`src/hdl/xmodem_crc_receiver_macros.svh`:
```
// Assertion macros for the XMODEM-CRC receiver.
// Included by the RTL files that carry concurrent assertions.
`ifndef XMODEM_CRC_RECEIVER_MACROS_SVH
`define XMODEM_CRC_RECEIVER_MACROS_SVH

// Same-cycle implication, disabled while reset is asserted.
`define XCR_ASSERT_IMP(lbl, clk, rst_n, ante, cons, msg) \
    lbl: assert property (@(posedge clk) disable iff (!rst_n) (ante) |-> (cons)) \
        else $error(msg);

// Next-cycle implication, disabled while reset is asserted.
`define XCR_ASSERT_NXT(lbl, clk, rst_n, ante, cons, msg) \
    lbl: assert property (@(posedge clk) disable iff (!rst_n) (ante) |=> (cons)) \
        else $error(msg);

`endif

```
`src/hdl/xcr_pkg.sv`:
```
// Package for the XMODEM-CRC receiver: protocol codes, state types,
// result record and the byte-wide CRC-16 update. No dependencies.
package xcr_pkg;

    // Protocol bytes
    localparam logic [7:0] BYTE_SOH = 8'h01;
    localparam logic [7:0] BYTE_STX = 8'h02;
    localparam logic [7:0] BYTE_EOT = 8'h04;
    localparam logic [7:0] BYTE_ACK = 8'h06;
    localparam logic [7:0] BYTE_NAK = 8'h15;
    localparam logic [7:0] BYTE_CAN = 8'h18;
    localparam logic [7:0] BYTE_C   = 8'h43;

    localparam logic [15:0] CRC_POLY    = 16'h1021;
    localparam logic [8:0]  NUM_SUM     = 9'd255;
    localparam logic [7:0]  ERR_SAT     = 8'hFF;
    localparam logic [7:0]  MAX_ERR_RST = 8'd3;
    localparam logic [9:0]  LAST_IX_SOH = 10'd127;
    localparam logic [9:0]  LAST_IX_STX = 10'd1023;

    // Result queue depth; an event yields up to two results
    localparam int OUT_DEPTH = 4;

    typedef enum logic [2:0] {
        PH_WAIT  = 3'd0,
        PH_NUM   = 3'd1,
        PH_CMP   = 3'd2,
        PH_DATA  = 3'd3,
        PH_CRCH  = 3'd4,
        PH_CRCL  = 3'd5,
        PH_DONE  = 3'd6,
        PH_ABORT = 3'd7
    } phase_t;

    typedef enum logic [1:0] {
        CMD_BYTE    = 2'd0,
        CMD_TIMEOUT = 2'd1,
        CMD_START   = 2'd2,
        CMD_RSVD    = 2'd3
    } cmd_t;

    typedef enum logic [1:0] {
        VERDICT_NONE    = 2'd0,
        VERDICT_COMMIT  = 2'd1,
        VERDICT_DISCARD = 2'd2
    } verdict_t;

    typedef enum logic [1:0] {
        FEV_NONE   = 2'd0,
        FEV_OPEN   = 2'd1,
        FEV_CLOSE  = 2'd2,
        FEV_DELETE = 2'd3
    } fevent_t;

    typedef enum logic [1:0] {
        SS_RUNNING   = 2'd0,
        SS_COMPLETED = 2'd1,
        SS_ABORTED   = 2'd2
    } sstate_t;

    typedef struct packed {
        logic       tx_valid;
        logic [7:0] tx_byte;
        logic       data_valid;
        logic [7:0] data_byte;
        verdict_t   verdict;
        fevent_t    file_event;
    } res_t;

    typedef struct packed {
        logic        last;
        logic [23:0] data;
    } out_item_t;

    localparam res_t RES_NONE = '{
        tx_valid:   1'b0,
        tx_byte:    8'h00,
        data_valid: 1'b0,
        data_byte:  8'h00,
        verdict:    VERDICT_NONE,
        file_event: FEV_NONE
    };

    // CRC-16/XMODEM, MSB first, one byte
    function automatic logic [15:0] crc16_byte(input logic [15:0] crc_in,
                                               input logic [7:0]  din);
        logic [15:0] c;
        c = crc_in ^ {din, 8'h00};
        for (int i = 0; i < 8; i++)
        begin
            if (c[15])
                c = {c[14:0], 1'b0} ^ CRC_POLY;
            else
                c = {c[14:0], 1'b0};
        end
        return c;
    endfunction

endpackage

```
`src/hdl/xmodem_crc_receiver.sv`:
```
// XMODEM-CRC receiver top level: event register, protocol step logic,
// result queue. Depends on xcr_pkg and xmodem_crc_receiver_macros.svh.
//
// Usage:
//  - Slave stream: one transaction per event. s_axis_tuser carries the
//    command (byte received, receive timeout, start session), s_axis_tdata
//    the received byte. Command code 3 is ignored.
//  - Master stream: one or two result transactions per event; m_axis_tlast
//    marks the final result of an event. tdata carries the reply byte to the
//    host, the tentative payload byte, the packet verdict, the file event
//    and the session state after the event.
//  - cfg_wr_en/cfg_wr_data load max_errors; write only while idle.
//  - An accepted event is held in the event register and is stepped once the
//    result queue has room; its first result is then offered from the queue.
//  - Throughput: one event per cycle while every event yields one result
//    and the sink takes one per cycle; an abort event yields two results,
//    which are offered in turn. The bound is the single output port.
//  - The step waits until the result queue has room for two results; a
//    stalled sink fills the queue and then deasserts s_axis_tready.
//  - Reset: max_errors returns to 3, the session restarts (expecting packet
//    1, no image open, zero errors) and the result queue empties.
module xmodem_crc_receiver #(
    parameter int OUT_DEPTH = xcr_pkg::OUT_DEPTH   // result queue depth, >= 2
) (
    input  logic        clk,
    input  logic        rst_n,
    // configuration: max_errors
    input  logic        cfg_wr_en,
    input  logic [7:0]  cfg_wr_data,
    // event stream
    input  logic        s_axis_tvalid,
    output logic        s_axis_tready,
    input  logic [7:0]  s_axis_tdata,   // [7:0] rx_byte
    input  logic [1:0]  s_axis_tuser,   // [1:0] command
    // result stream
    output logic        m_axis_tvalid,
    input  logic        m_axis_tready,
    output logic [23:0] m_axis_tdata,   // [0] tx_valid, [8:1] tx_byte,
                                        // [9] data_valid, [17:10] data_byte,
                                        // [19:18] packet_verdict,
                                        // [21:20] file_event,
                                        // [23:22] session_state
    output logic        m_axis_tlast
);

    `include "xmodem_crc_receiver_macros.svh"

    localparam int PTR_W = (OUT_DEPTH > 1) ? $clog2(OUT_DEPTH) : 1;
    localparam int CNT_W = $clog2(OUT_DEPTH + 1);
    localparam logic [PTR_W-1:0] PTR_LAST = PTR_W'(OUT_DEPTH - 1);
    localparam logic [CNT_W-1:0] CNT_ROOM = CNT_W'(OUT_DEPTH - 2);

    // ---------------- configuration ----------------
    logic [7:0] max_errors_reg;

    always_ff @(posedge clk or negedge rst_n)
    begin
        if (!rst_n)
            max_errors_reg <= xcr_pkg::MAX_ERR_RST;
        else if (cfg_wr_en)
            max_errors_reg <= cfg_wr_data;
    end

    // ---------------- event register ----------------
    logic            ev_valid_reg;
    xcr_pkg::cmd_t   ev_cmd_reg;
    logic [7:0]      ev_byte_reg;
    logic            step_fire;
    logic [CNT_W-1:0] cnt_reg;

    // step needs room for two results in the queue
    assign step_fire     = ev_valid_reg && (cnt_reg <= CNT_ROOM);
    assign s_axis_tready = !ev_valid_reg || step_fire;

    always_ff @(posedge clk or negedge rst_n)
    begin
        if (!rst_n)
            ev_valid_reg <= 1'b0;
        else if (s_axis_tready)
            ev_valid_reg <= s_axis_tvalid;
    end

    always_ff @(posedge clk)
    begin
        if (s_axis_tready && s_axis_tvalid)
        begin
            ev_cmd_reg  <= xcr_pkg::cmd_t'(s_axis_tuser);
            ev_byte_reg <= s_axis_tdata;
        end
    end

    // ---------------- session state ----------------
    xcr_pkg::phase_t phase_reg, phase_next;
    logic [7:0]  expected_number_reg, expected_number_next;
    logic        started_reg, started_next;
    logic [7:0]  error_count_reg, error_count_next;
    logic [9:0]  byte_index_reg, byte_index_next;
    logic        large_packet_reg, large_packet_next;
    logic [7:0]  got_number_reg, got_number_next;
    logic [7:0]  got_complement_reg, got_complement_next;
    logic [15:0] crc_running_reg, crc_running_next;
    logic [7:0]  crc_high_byte_reg, crc_high_byte_next;

    xcr_pkg::res_t res0, res1;
    logic          two_res;

    // one protocol step per event
    always_comb
    begin : step_logic
        logic [7:0]        err_inc;
        logic              abort_now;
        logic              do_fault;
        xcr_pkg::verdict_t fault_verdict;
        xcr_pkg::fevent_t  fault_fev;
        xcr_pkg::fevent_t  open_fev;
        logic [15:0]       crc_upd;
        logic [9:0]        last_ix;
        logic              pkt_ok;

        phase_next           = phase_reg;
        expected_number_next = expected_number_reg;
        started_next         = started_reg;
        error_count_next     = error_count_reg;
        byte_index_next      = byte_index_reg;
        large_packet_next    = large_packet_reg;
        got_number_next      = got_number_reg;
        got_complement_next  = got_complement_reg;
        crc_running_next     = crc_running_reg;
        crc_high_byte_next   = crc_high_byte_reg;
        res0                 = xcr_pkg::RES_NONE;
        res1                 = xcr_pkg::RES_NONE;
        two_res              = 1'b0;
        do_fault             = 1'b0;
        fault_verdict        = xcr_pkg::VERDICT_NONE;
        fault_fev            = xcr_pkg::FEV_NONE;

        err_inc   = (error_count_reg == xcr_pkg::ERR_SAT) ? xcr_pkg::ERR_SAT
                                                          : error_count_reg + 8'd1;
        abort_now = (err_inc >= max_errors_reg);
        crc_upd   = xcr_pkg::crc16_byte(crc_running_reg, ev_byte_reg);
        last_ix   = large_packet_reg ? xcr_pkg::LAST_IX_STX : xcr_pkg::LAST_IX_SOH;
        pkt_ok    = (got_number_reg == expected_number_reg)
                 && (({1'b0, got_number_reg} + {1'b0, got_complement_reg})
                     == xcr_pkg::NUM_SUM)
                 && ({crc_high_byte_reg, ev_byte_reg} == crc_running_reg);
        open_fev  = started_reg ? xcr_pkg::FEV_NONE : xcr_pkg::FEV_OPEN;

        if (ev_cmd_reg == xcr_pkg::CMD_START)
        begin
            if (phase_reg inside {xcr_pkg::PH_DATA, xcr_pkg::PH_CRCH, xcr_pkg::PH_CRCL})
                res0.verdict = xcr_pkg::VERDICT_DISCARD;
            phase_next           = xcr_pkg::PH_WAIT;
            expected_number_next = 8'd1;
            started_next         = 1'b0;
            error_count_next     = 8'd0;
            byte_index_next      = 10'd0;
            large_packet_next    = 1'b0;
            got_number_next      = 8'd0;
            got_complement_next  = 8'd0;
            crc_running_next     = 16'd0;
            crc_high_byte_next   = 8'd0;
        end
        else if (ev_cmd_reg == xcr_pkg::CMD_RSVD || phase_reg == xcr_pkg::PH_DONE
                 || phase_reg == xcr_pkg::PH_ABORT)
        begin
            // session over or unknown command: no effect
        end
        else if (ev_cmd_reg == xcr_pkg::CMD_TIMEOUT)
        begin
            if (phase_reg == xcr_pkg::PH_WAIT)
            begin
                if (!started_reg)
                begin
                    res0.tx_valid = 1'b1;
                    res0.tx_byte  = xcr_pkg::BYTE_C;
                end
                else
                begin
                    do_fault = 1'b1;
                end
            end
            else
            begin
                do_fault = 1'b1;
                if (phase_reg inside {xcr_pkg::PH_DATA, xcr_pkg::PH_CRCH, xcr_pkg::PH_CRCL})
                    fault_verdict = xcr_pkg::VERDICT_DISCARD;
            end
        end
        else
        begin
            case (phase_reg)
                xcr_pkg::PH_WAIT:
                begin
                    if (ev_byte_reg == xcr_pkg::BYTE_SOH || ev_byte_reg == xcr_pkg::BYTE_STX)
                    begin
                        large_packet_next = (ev_byte_reg == xcr_pkg::BYTE_STX);
                        byte_index_next   = 10'd0;
                        crc_running_next  = 16'd0;
                        phase_next        = xcr_pkg::PH_NUM;
                    end
                    else if (ev_byte_reg == xcr_pkg::BYTE_EOT)
                    begin
                        phase_next      = xcr_pkg::PH_DONE;
                        res0.tx_valid   = 1'b1;
                        res0.tx_byte    = xcr_pkg::BYTE_ACK;
                        res0.file_event = xcr_pkg::FEV_CLOSE;
                    end
                    else if (ev_byte_reg == xcr_pkg::BYTE_CAN)
                    begin
                        phase_next = xcr_pkg::PH_ABORT;
                    end
                    else
                    begin
                        do_fault = 1'b1;
                    end
                end
                xcr_pkg::PH_NUM:
                begin
                    got_number_next = ev_byte_reg;
                    phase_next      = xcr_pkg::PH_CMP;
                end
                xcr_pkg::PH_CMP:
                begin
                    got_complement_next = ev_byte_reg;
                    byte_index_next     = 10'd0;
                    phase_next          = xcr_pkg::PH_DATA;
                end
                xcr_pkg::PH_DATA:
                begin
                    crc_running_next = crc_upd;
                    if (byte_index_reg >= last_ix)
                    begin
                        byte_index_next = 10'd0;
                        phase_next      = xcr_pkg::PH_CRCH;
                    end
                    else
                    begin
                        byte_index_next = byte_index_reg + 10'd1;
                    end
                    res0.data_valid = 1'b1;
                    res0.data_byte  = ev_byte_reg;
                end
                xcr_pkg::PH_CRCH:
                begin
                    crc_high_byte_next = ev_byte_reg;
                    phase_next         = xcr_pkg::PH_CRCL;
                end
                xcr_pkg::PH_CRCL:
                begin
                    started_next = 1'b1;
                    if (pkt_ok)
                    begin
                        expected_number_next = expected_number_reg + 8'd1;
                        phase_next           = xcr_pkg::PH_WAIT;
                        res0.tx_valid        = 1'b1;
                        res0.tx_byte         = xcr_pkg::BYTE_ACK;
                        res0.verdict         = xcr_pkg::VERDICT_COMMIT;
                        res0.file_event      = open_fev;
                    end
                    else
                    begin
                        do_fault      = 1'b1;
                        fault_verdict = xcr_pkg::VERDICT_DISCARD;
                        fault_fev     = open_fev;
                    end
                end
                default:
                begin
                    // finished session phases are handled above
                end
            endcase
        end

        // error handling: NAK, or CAN CAN and delete once the limit is hit
        if (do_fault)
        begin
            error_count_next = err_inc;
            res0.tx_valid    = 1'b1;
            res0.verdict     = fault_verdict;
            res0.file_event  = fault_fev;
            if (abort_now)
            begin
                res0.tx_byte    = xcr_pkg::BYTE_CAN;
                res1.tx_valid   = 1'b1;
                res1.tx_byte    = xcr_pkg::BYTE_CAN;
                res1.file_event = xcr_pkg::FEV_DELETE;
                two_res         = 1'b1;
                phase_next      = xcr_pkg::PH_ABORT;
            end
            else
            begin
                res0.tx_byte = xcr_pkg::BYTE_NAK;
                phase_next   = xcr_pkg::PH_WAIT;
            end
        end
    end

    always_ff @(posedge clk or negedge rst_n)
    begin
        if (!rst_n)
        begin
            phase_reg           <= xcr_pkg::PH_WAIT;
            expected_number_reg <= 8'd1;
            started_reg         <= 1'b0;
            error_count_reg     <= 8'd0;
            byte_index_reg      <= 10'd0;
            large_packet_reg    <= 1'b0;
            got_number_reg      <= 8'd0;
            got_complement_reg  <= 8'd0;
            crc_running_reg     <= 16'd0;
            crc_high_byte_reg   <= 8'd0;
        end
        else if (step_fire)
        begin
            phase_reg           <= phase_next;
            expected_number_reg <= expected_number_next;
            started_reg         <= started_next;
            error_count_reg     <= error_count_next;
            byte_index_reg      <= byte_index_next;
            large_packet_reg    <= large_packet_next;
            got_number_reg      <= got_number_next;
            got_complement_reg  <= got_complement_next;
            crc_running_reg     <= crc_running_next;
            crc_high_byte_reg   <= crc_high_byte_next;
        end
    end

    // ---------------- result packing ----------------
    xcr_pkg::sstate_t  sstate_after;
    xcr_pkg::out_item_t item0, item1;

    always_comb
    begin
        case (phase_next)
            xcr_pkg::PH_DONE:  sstate_after = xcr_pkg::SS_COMPLETED;
            xcr_pkg::PH_ABORT: sstate_after = xcr_pkg::SS_ABORTED;
            default:           sstate_after = xcr_pkg::SS_RUNNING;
        endcase
    end

    assign item0.data = {sstate_after, res0.file_event, res0.verdict, res0.data_byte,
                         res0.data_valid, res0.tx_byte, res0.tx_valid};
    assign item0.last = !two_res;
    assign item1.data = {sstate_after, res1.file_event, res1.verdict, res1.data_byte,
                         res1.data_valid, res1.tx_byte, res1.tx_valid};
    assign item1.last = 1'b1;

    // ---------------- result queue ----------------
    xcr_pkg::out_item_t q_mem [OUT_DEPTH];
    logic [PTR_W-1:0] wr_ptr_reg, wr_ptr_next, wr_ptr_inc;
    logic [PTR_W-1:0] rd_ptr_reg, rd_ptr_next;
    logic [CNT_W-1:0] cnt_next;
    logic             pop;

    function automatic logic [PTR_W-1:0] ptr_inc(input logic [PTR_W-1:0] p);
        return (p == PTR_LAST) ? '0 : p + PTR_W'(1);
    endfunction

    assign pop        = m_axis_tvalid && m_axis_tready;
    assign wr_ptr_inc = ptr_inc(wr_ptr_reg);

    always_comb
    begin
        wr_ptr_next = wr_ptr_reg;
        rd_ptr_next = pop ? ptr_inc(rd_ptr_reg) : rd_ptr_reg;
        cnt_next    = cnt_reg - CNT_W'(pop);
        if (step_fire)
        begin
            wr_ptr_next = two_res ? ptr_inc(wr_ptr_inc) : wr_ptr_inc;
            cnt_next    = cnt_next + (two_res ? CNT_W'(2) : CNT_W'(1));
        end
    end

    always_ff @(posedge clk or negedge rst_n)
    begin
        if (!rst_n)
        begin
            wr_ptr_reg <= '0;
            rd_ptr_reg <= '0;
            cnt_reg    <= '0;
        end
        else
        begin
            wr_ptr_reg <= wr_ptr_next;
            rd_ptr_reg <= rd_ptr_next;
            cnt_reg    <= cnt_next;
        end
    end

    always_ff @(posedge clk)
    begin
        if (step_fire)
        begin
            q_mem[wr_ptr_reg] <= item0;
            if (two_res)
                q_mem[wr_ptr_inc] <= item1;
        end
    end

    assign m_axis_tvalid = (cnt_reg != '0);
    assign m_axis_tdata  = q_mem[rd_ptr_reg].data;
    assign m_axis_tlast  = q_mem[rd_ptr_reg].last;

    // ---------------- assertions ----------------
    `XCR_ASSERT_IMP(a_q_no_overflow, clk, rst_n, 1'b1,
        cnt_reg <= CNT_W'(OUT_DEPTH), "result queue count exceeds depth")
    `XCR_ASSERT_IMP(a_step_has_room, clk, rst_n, step_fire,
        cnt_reg <= CNT_ROOM, "event stepped without room for two results")
    `XCR_ASSERT_NXT(a_abort_sticky, clk, rst_n,
        phase_reg == xcr_pkg::PH_ABORT
            && !(step_fire && ev_cmd_reg == xcr_pkg::CMD_START),
        phase_reg == xcr_pkg::PH_ABORT, "aborted session left without start")
    `XCR_ASSERT_NXT(a_errors_cumulative, clk, rst_n,
        !(step_fire && ev_cmd_reg == xcr_pkg::CMD_START),
        error_count_reg >= $past(error_count_reg), "error count decreased")

endmodule
```
`config.mk`:
```
export PLATFORM = sky130hd
export DESIGN_NAME = xmodem_crc_receiver
export DESIGN_NICKNAME = d
export VERILOG_FILES = /design/src/hdl/xcr_pkg.sv /design/src/hdl/xmodem_crc_receiver.sv
export VERILOG_INCLUDE_DIRS = /design/src /design/src/hdl
export SDC_FILE = /design/constraint.sdc
export NUM_CORES = 1
export LEC_CHECK = 0
export ABC_CLOCK_PERIOD_IN_PS = 3550
export BUFFER_PORTS_ARGS = -buffer_cell sky130_fd_sc_hd__buf_2
export CAP_MARGIN = 5
export CORE_MARGIN = 2
export CORE_UTILIZATION = 48
export DETAILED_ROUTE_END_ITERATION = 8
export PLACE_DENSITY = 0.68
export SYNTH_ARGS = -nofsm -noshare
export SYNTH_HDL_FRONTEND = slang
export SYNTH_SLANG_ARGS = --single-unit
```
`constraint.sdc`:
```
create_clock -name clk -period 3.55 [get_ports clk]
set_input_delay 0.71 -clock clk [delete_from_list [all_inputs] [get_ports clk]]
set_output_delay 0.71 -clock clk [all_outputs]
set_load 0.03 [all_outputs]
```
==> results of run 1 <==
-- metrics by stage --
step,worst slack (ps),TNS (ps),utilization [%],hold slack (ps)
floorplan,150,0,-,414
detailed placement,20.6,0,52.2,441
global placement,88.9,0,52.2,428
CTS,57.1,0,55.1,435
finish,121,0,55.6,409
global route,-34.0,-444,55.6,438
-- final cells by class --
| class | instances | area, um2 |
|---|---|---|
| clock inverters | 15 | 151 |
| repair buffers | 87 | 542 |
| flip-flops and latches | 189 | 4600 |
| fillers | 1729 | 8680 |
| inverters | 35 | 135 |
| clock buffers | 17 | 425 |
| multi-input cells | 637 | 4660 |
| well taps | 265 | 332 |
-- kinds of logic (layout without fill, tap and decap cells) --
kind of cell | after synthesis | after routing | synth area share [%]
fa+ha+maj | 33 | 33 | 4.46
mux | 30 | 30 | 6.17
other cells | 1 | 2 | 0.0391
simple gates | 276 | 276 | 14.4
xor+xnor | 68 | 68 | 6.28
compound gates | 228 | 228 | 16.7
buf+inv | 89 | 154 | 4.03
flops | 189 | 189 | 48.0
-- critical path, stage by stage (launching register included) --
cell and delay (ps):
dfrtp_1 410, ha_2 200, and3_1 170, and2_1 150
nand4_1 160, and2_4 210, ha_1 260, nand2b_1 120
a21oi_2 60, nor2b_1 100, o21ai_1 60, a21o_1 190
a21o_1 200, buf_4 180, o31a_1 360, buf_4 240
a22o_1 250
-- where the power goes --
group	internal (mW)	total (mW)	switching [mW]	leakage, nW
Sequential	2.66	2.98	0.322	2.02
Clock	0.939	1.87	0.936	0.287
Combinational	1.32	3.46	2.15	2.24
-- cell usage in the layout (no fill, tap or decap), types with 4 or more instances in the layout --
master / count
or3_1: 6
o21ai_1: 6
inv_8: 5
a32o_1: 4
nor3_1: 12
nand4_1: 15
dfrtp_1: 84
xnor2_1: 39
a22o_1: 52
inv_1: 32
buf_2: 46
nand2b_1: 8
xor2_1: 28
nand2_1: 107
buf_4: 40
a21oi_1: 34
clkinv_4: 4
a31oi_1: 6
and2_1: 4
nor2b_1: 6
o211ai_1: 6
mux4_2: 23
nor4_1: 14
nor2_1: 46
dfxtp_1: 64
o2bb2ai_1: 9
o31ai_1: 17
a21boi_0: 4
o21ai_0: 49
edfxtp_1: 38
ha_1: 30
a21oi_2: 4
and3_1: 9
a21o_1: 12
nand3_1: 19
clkbuf_16: 17
mux2i_1: 4
-- path summary, 6_finish.rpt --
| kind | start | end | slack, ps | depth (start not counted) |
|---|---|---|---|---|
| max in group asynchronous | rst_n | cnt_reg[2]$_DFF_PN0_ | 2370 | 2 |
| setup reg to reg | error_count_reg[0]$_DFFE_PN0P_ | q_mem[0][10]$_SDFFE_PP0P_ | 120 | 16 |
| min in group clk | s_axis_tdata[4] | ev_byte_reg[4]$_DFFE_PP_ | 440 | 1 |
| setup / recovery | error_count_reg[0]$_DFFE_PN0P_ | q_mem[0][10]$_SDFFE_PP0P_ | 120 | 16 |
| hold / removal | rst_n | max_errors_reg[5]$_DFFE_PN0P_ | 410 | 1 |
| hold reg to reg | q_mem[1][9]$_SDFFE_PP0P_ | q_mem[1][9]$_SDFFE_PP0P_ | 460 | 1 |
-- what timing repair did --
action / 4_1_cts / 5_1_grt
pin swaps: 0 / 6
buffers inserted: 0 / 4
resized for setup: 1 / 15
setup endpoints to repair: 1 / 99
hold buffers: 0 / 0
gates cloned: 0 / 0
-- metal layers --
metal / part of all wire (%) / global-route usage (%)
met5: 0.039 / 0
met4: 1.7 / 6.57
met3: 5.8 / 4.55
met2: 46 / 34.7
met1: 46 / 31.9
==> reports/qor.txt, run 1 <==
CTS max path bufs: 2
fin crit period: 3430 ps
Port Buffers: 47
P&R area growth vs syn: 13.1%
fmax: 292 MHz
Post-Syn Instances: 914
hold crit path type: primary input to async pin
first-pass GRT wire length: 37.9 mm
num ports: 50
Fin. Hold Viols: 0
GR Overflow Total: 0
CTS tree: done
Routed Antenna Nets: 0
placed cell area: 10200 um2
DRT Wirelength: 23.2 mm
final setup fails: 0
Area contributors post-synth: dfrtp_1 22%, dfxtp_1 13%, edfxtp_1 12%, mux4_2 5.4%, a22o_1 4.7%
Final Total Pwr: 8.32 mW
core region area: 19500 um2
initial antenna violation count: 1
Worst-Skew Late Latency: 440 ps
layout cells sized above 1: 17.8%
Cell variety after synth: 77
WP data required: 3880 ps
total power density per cell area: 767 nW/um2
vias in the first global route: 7060
Reg clk slew, reported paths: 80 ps
DR vias/cell: 5.85
final worst-path cycle share: 96.6%
post-synth top area cell: dfrtp_1
post-synth top area share: 21.9%
H-tree depth: 4
Layout Skew: 16.8 ps
CTS sink count: 189
DR vias: 7287
Worst Tran Pin Value: 1120 ps
WS Path Type: flip-flop to flip-flop
final net count: 1023
Critical Path AT: 3760 ps
routability cong.: 0.868
Avg Inst Size Synth: 10.5 um2
Cells after DPL: 1209
final instance area: 10800 um2
worst relative slew slack: 25.1%
endpoint class of the critical path: flip-flop
Die Y: 145 um
top cells by count, synth: 107 x nand2_1, 84 x dfrtp_1, 64 x dfxtp_1, 52 x a22o_1, 50 x o21ai_0
Root Driver: clkbuf_16
drt initial violations: 451
max reg flops: 92
WL per Instance: 18.7 um
maximum VDD drop: 0.365 mV
maxcap violations: 0
Seq/Total Area, Yosys: 48.0%
EDFF count, synth: 38
placed wire-length estimate: 16.3 mm
prevailing post-synth register cell: dfrtp_1
antenna fix cells: 0
All-Layer GR Usage: 22.4%
DRC: 0
CP startpoint kind: flip-flop
Post-Layout Cell Count: 1245
status: finished clean
crit-path max FO: 14
FP Rows: 51
Lkg Pwr: 4.55 nW
warnings from Yosys: 0
asr flop ratio synth: 46.0%
TritonCTS Buffers: 17
die width: 145 um
pin count of the biggest net entering global routing: 77
FF+latch count, synth: 189
Initial Utilization: 49.1%
Pre-antenna DRT Iters: 5
post-synthesis cell area: 9600 um2
max-slew violations: 0
top-count cell post-synth: nand2_1
Die ar.: 21100 um2
No activity file was read; power rests on OpenSTA's default activity.
==> run 2: changes to the inputs <==
--- a/config.mk
+++ b/config.mk
@@ -6,13 +6,14 @@
 export SDC_FILE = /design/constraint.sdc
 export NUM_CORES = 1
 export LEC_CHECK = 0
+export ABC_AREA = 1
 export ABC_CLOCK_PERIOD_IN_PS = 3550
 export BUFFER_PORTS_ARGS = -buffer_cell sky130_fd_sc_hd__buf_2
 export CAP_MARGIN = 5
 export CORE_MARGIN = 2
 export CORE_UTILIZATION = 48
 export DETAILED_ROUTE_END_ITERATION = 8
-export PLACE_DENSITY = 0.68
+export PLACE_DENSITY = 0.67
 export SYNTH_ARGS = -nofsm -noshare
 export SYNTH_HDL_FRONTEND = slang
 export SYNTH_SLANG_ARGS = --single-unit
==> reports/qor.txt, run 2 <==
placed cell area: 10800 um2
Worst Tran Pin Value: 1070 ps
pin count of the biggest net entering global routing: 54
EDFF count, synth: 38
DRC: 0
final setup fails: 0
maxcap violations: 0
Post-Syn Instances: 1352
asr flop ratio synth: 46.0%
WP data required: 3900 ps
Reg clk slew, reported paths: 70 ps
Fin. Hold Viols: 0
prevailing post-synth register cell: dfrtp_1
Register Area: 4600 um2
RR Startpoint: error_count_reg[2]$_DFFE_PN0P_
hold crit path type: primary input to async pin
max-slew violations: 0
GR Overflow Total: 0
Worst-Skew Late Latency: 440 ps
total negative slack: 0 ps
Layout Skew: 17.1 ps
Root Driver: clkbuf_16
Die Y: 150 um
crit-path max FO: 4
drt initial violations: 659
initial antenna violation count: 0
DR vias: 9008
TritonCTS Buffers: 17
vias in the first global route: 8622
placed wire-length estimate: 19.0 mm
DRT Wirelength: 27.1 mm
layout cells sized above 1: 11.5%
endpoint class of the critical path: flip-flop
WL per Instance: 16.1 um
final worst-path cycle share: 92.5%
core region area: 21000 um2
WS Path Type: flip-flop to flip-flop
Cell variety after synth: 50
max reg flops: 92
fmax: 304 MHz
status: finished clean
Area contributors post-synth: dfrtp_1 20%, dfxtp_1 12%, edfxtp_1 11%, nand2_1 11%, o21ai_0 6.6%
first-pass GRT wire length: 44.6 mm
top-count cell post-synth: nand2_1
post-synthesis cell area: 10300 um2
final net count: 1450
post-synth top area cell: dfrtp_1
DR vias/cell: 5.36
area of the multi-input gates: 4840 um2
Avg Inst Size Synth: 7.62 um2
FF+latch count, synth: 189
die width: 150 um
warnings from Yosys: 0
commonest cells after routing, fill and taps aside: 295 x nand2_1, 173 x nor2_1, 153 x inv_1
worst relative slew slack: 28.2%
Routed Antenna Nets: 0
FILL cells: 1984
CTS tree: done
Seq/Total Area, Yosys: 44.7%
fin crit period: 3280 ps
final instance area: 11500 um2
Pre-antenna DRT Iters: 6
cells on worst reg2reg path: 21
P&R area growth vs syn: 11.3%
H-tree depth: 4
routability cong.: 0.910
reg2reg end: cnt_reg[2]$_DFF_PN0_
Critical Path AT: 3640 ps
num ports: 50
Lkg Pwr: 5.20 nW
antenna fix cells: 0
Die ar.: 22600 um2
top cells by count, synth: 295 x nand2_1, 178 x nor2_1, 156 x inv_1, 135 x o21ai_0, 84 x dfrtp_1
maximum VDD drop: 0.615 mV
post-synth top area share: 20.4%
Port Buffers: 47
commonest non-fill, non-tap cell in the layout: nand2_1
Initial Utilization: 49.0%
reg2reg setup slack: 270 ps
CTS sink count: 189
FP Rows: 53
total power density per cell area: 824 nW/um2
CP startpoint kind: flip-flop
CTS max path bufs: 2
All-Layer GR Usage: 25.1%
## run 2: cell families after synthesis
| group | synth area share, % |
|---|---|
| mux | 0.207 |
| flops | 44.7 |
| buf+inv | 8.76 |
| xor+xnor | 2.64 |
| simple gates | 25.2 |
| other cells | 0.0364 |
| compound gates | 14.3 |
| fa+ha+maj | 4.16 |
## run 2: area by class of cell
| cell class | count | area share, % |
|---|---|---|
| inverter | 168 | 5.55 |
| tap | 275 | 3.00 |
| clock buffer | 19 | 3.86 |
| timing repair buffer | 77 | 4.04 |
| clock inverter | 13 | 1.11 |
| sequential | 189 | 40.2 |
| multi-input combinational | 941 | 42.3 |
## run 2: repair_timing
action / in CTS / in global routing
gates resized for setup: 0 / 15
buffers inserted: 0 / 8
hold buffers: 0 / 0
setup endpoints to repair: 0 / 66
## run 2: worst max path at each step
| stage | start | endpoint | slack [ps] |
|---|---|---|---|
| after floorplan | error_count_reg[0]$_DFFE_PN0P_ | cnt_reg[2]$_DFF_PN0_ | 400 |
| after global placement | error_count_reg[0]$_DFFE_PN0P_ | q_mem[1][22]$_DFFE_PP_ | 200 |
| after detailed placement | error_count_reg[0]$_DFFE_PN0P_ | q_mem[1][22]$_DFFE_PP_ | 100 |
| after CTS | error_count_reg[0]$_DFFE_PN0P_ | q_mem[1][22]$_DFFE_PP_ | 70 |
| after global routing | error_count_reg[0]$_DFFE_PN0P_ | q_mem[0][23]$_DFFE_PP_ | -9 |
| final | error_count_reg[2]$_DFFE_PN0P_ | cnt_reg[2]$_DFF_PN0_ | 270 |
## run 2: where the power goes
part	switching (mW)	total (mW)	internal, mW
sequential	0.399	3.17	2.77
combinational	3.02	4.40	1.38
clock	0.924	1.87	0.949
## run 2: through the flow
step                      std cells  setup slack [ps]  hold WS (ps)  util, %  power (mW)
after detailed placement       1642               104           450     51.3        7.51
after global placement         1642               204           446     51.3        7.45
after CTS                      1674              71.8           344     54.0        9.39
final                          1682               265           322     54.5        9.44
after global routing           1682             -9.18           371     54.5        10.2
after floorplan                1353               395           414        -        6.32
## run 2: routing by layer
metal  up-vias  routed length [um]  global-route usage [%]
li1       4500                   -                       -
met5         -                   0                       0
met1      4201               12500                    35.8
met4         0                 425                    7.45
met2       275               12600                    39.4
met3        32                1590                    4.09
## run 2: critical path: stages (launching register included)
cell,delay [ps]
dfrtp_1,370
inv_1,60
nor3_1,210
inv_1,80
nor2_1,120
nand2_1,80
inv_1,100
a31oi_1,80
a31oi_1,210
ha_1,290
nand2_1,110
nor2_2,60
nand2_1,60
o211ai_1,100
a31oi_2,250
inv_2,110
nand2_8,80
ha_1,130
inv_1,40
fa_1,370
nor2_2,120
xor2_1,180
==> run 3: changes to the inputs <==
--- a/config.mk
+++ b/config.mk
@@ -14,6 +14,7 @@
 export CORE_UTILIZATION = 48
 export DETAILED_ROUTE_END_ITERATION = 8
 export PLACE_DENSITY = 0.67
+export RECOVER_POWER = 100
 export SYNTH_ARGS = -nofsm -noshare
 export SYNTH_HDL_FRONTEND = slang
 export SYNTH_SLANG_ARGS = --single-unit
==> reports/qor.txt, run 3 (synthesis gave the netlist of run 2 again) <==
DRT Wirelength: 27.1 mm
Die ar.: 22600 um2
TritonCTS Buffers: 17
initial antenna violation count: 0
antenna fix cells: 0
crit-path max FO: 4
Worst Tran Pin Value: 1630 ps
final instance area: 11400 um2
P&R area growth vs syn: 10.7%
max reg flops: 92
Core Util, Final: 54.2%
CP most frequent cell: nor2_1
Root Driver: clkbuf_16
final worst-path cycle share: 92.9%
CP startpoint kind: flip-flop
final setup fails: 0
Setup WS pre-CTS: 104 ps
Psw: 4.34 mW
Lkg Pwr: 5.16 nW
FP Rows: 53
fin crit period: 3300 ps
vias in the first global route: 8622
hold crit path type: primary input to flip-flop
fmax: 303 MHz
DRC: 0
Reg clk slew, reported paths: 70 ps
H-tree depth: 4
DR vias/cell: 5.38
final net count: 1450
Reg power frac: 33.7%
WS Path Type: flip-flop to flip-flop
status: finished, violations left
placed cell area: 10800 um2
routability cong.: 0.910
CTS tree: done
Comb pwr share: 46.3%
core region area: 21000 um2
endpoint class of the critical path: flip-flop
Int Power: 5.06 mW
DR vias: 9049
All-Layer GR Usage: 25.1%
Sw Ratio: 46.1%
GR Overflow Total: 0
Pre-antenna DRT Iters: 5
crit path cell chain: ha_1 -> inv_1 -> fa_1 -> nor2_1 -> nand2_1 -> nor2_1 -> nand2_1 -> nor2_1 -> nand2_1 -> nor2_1 -> nand4_1 -> nand2_2 -> nand3_4 -> nand3_4 -> inv_6 -> nand2_8 -> ha_1 -> inv_1 -> fa_1 -> nor2_2 -> xor2_1
Post-Layout Cell Count: 1682
Worst-Skew Late Latency: 440 ps
commonest cells after routing, fill and taps aside: 295 x nand2_1, 174 x nor2_1, 153 x inv_1
num ports: 50
max-slew violations: 17
total negative slack: 0 ps
WL per Instance: 16.1 um
drt initial violations: 696
Critical Path AT: 3660 ps
worst relative slew slack: -10.0%
failing checks: capacitance limit, slew limit
Cells after DPL: 1642
Routed Antenna Nets: 0
maximum VDD drop: 0.621 mV
commonest non-fill, non-tap cell in the layout: nand2_1
pin count of the biggest net entering global routing: 54
Fin. Hold Viols: 0
Layout Skew: 16.1 ps
hold_buf cts: 0
Port Buffers: 47
CTS max path bufs: 2
layout cells sized above 1: 10.0%
Critical-path top delay cell: fa_1
WP data required: 3910 ps
total power density per cell area: 825 nW/um2
Clock Power Share: 19.9%
die width: 150 um
worst setup margin: 251 ps
Die Y: 150 um
Largest stage delay, worst path: 400 ps
CTS sink count: 189
placed wire-length estimate: 19.0 mm
maxcap violations: 1
Initial Utilization: 49.0%
first-pass GRT wire length: 44.6 mm
==> run 3: timing repair <==
item / 4_1_cts / 5_1_grt
gates resized for setup: 0 / 15
setup endpoints to repair: 0 / 66
setup buffers: 0 / 8
==> run 3: worst paths after layout <==
kind	start	endpoint	slack, ps	depth (start not counted)
worst min register to register	q_mem[2][12]$_SDFFE_PP0P_	q_mem[2][12]$_SDFFE_PP0P_	460	2
worst max register to register	got_number_reg[0]$_DFFE_PN0P_	cnt_reg[2]$_DFF_PN0_	250	21
worst max-delay path	got_number_reg[0]$_DFFE_PN0P_	cnt_reg[2]$_DFF_PN0_	250	21
max in group asynchronous	rst_n	byte_index_reg[8]$_DFFE_PN0P_	1200	2
worst min-delay path	s_axis_tdata[4]	ev_byte_reg[4]$_DFFE_PP_	440	1
min in group asynchronous	rst_n	got_complement_reg[3]$_DFFE_PN0P_	590	1
==> run 3: layer usage <==
metal / vias up / part of all wire, % / GRT usage, %
met5: - / 0 / 0
met4: 0 / 1.6 / 7.45
met3: 34 / 5.8 / 4.09
met2: 277 / 46 / 39.4
met1: 4234 / 46 / 35.8
li1: 4504 / - / -
==> run 3: layout make-up <==
cell class / instances / area, um2
clock buffers: 19 / 443
multi-input cells: 941 / 4820
well taps: 275 / 344
clock inverters: 13 / 128
flip-flops and latches: 189 / 4600
inverters: 168 / 636
fillers: 2002 / 9620
repair buffers: 77 / 429
==> run 3: critical path: cells and delay by family, from the launching register on <==
family,cells,cell delay [ps]
XOR/XNOR,1,170
adder cells (fa/ha/maj),4,1140
AND/OR/NAND/NOR,13,1330
buffers and inverters,3,170
flip-flops,1,390
==> run 3: through the flow <==
step / hold slack, ps / total power, mW
5_1_grt: 426 / 10.1
4_1_cts: 344 / 9.39
3_5_place_dp: 450 / 7.51
6_report: 445 / 9.40
2_1_floorplan: 414 / 6.32
3_3_place_gp: 446 / 7.45
==> run 3: power by group through the flow <==
stage | Combinational (mW) | Clock, mW | Sequential [mW]
6_report | 4.35 | 1.87 | 3.17
5_1_grt | 4.89 | 2.00 | 3.24
4_1_cts | 4.32 | 1.90 | 3.17
3_5_place_dp | 4.30 | 0 | 3.20
3_3_place_gp | 4.26 | 0 | 3.20
2_1_floorplan | 3.28 | 0 | 3.04
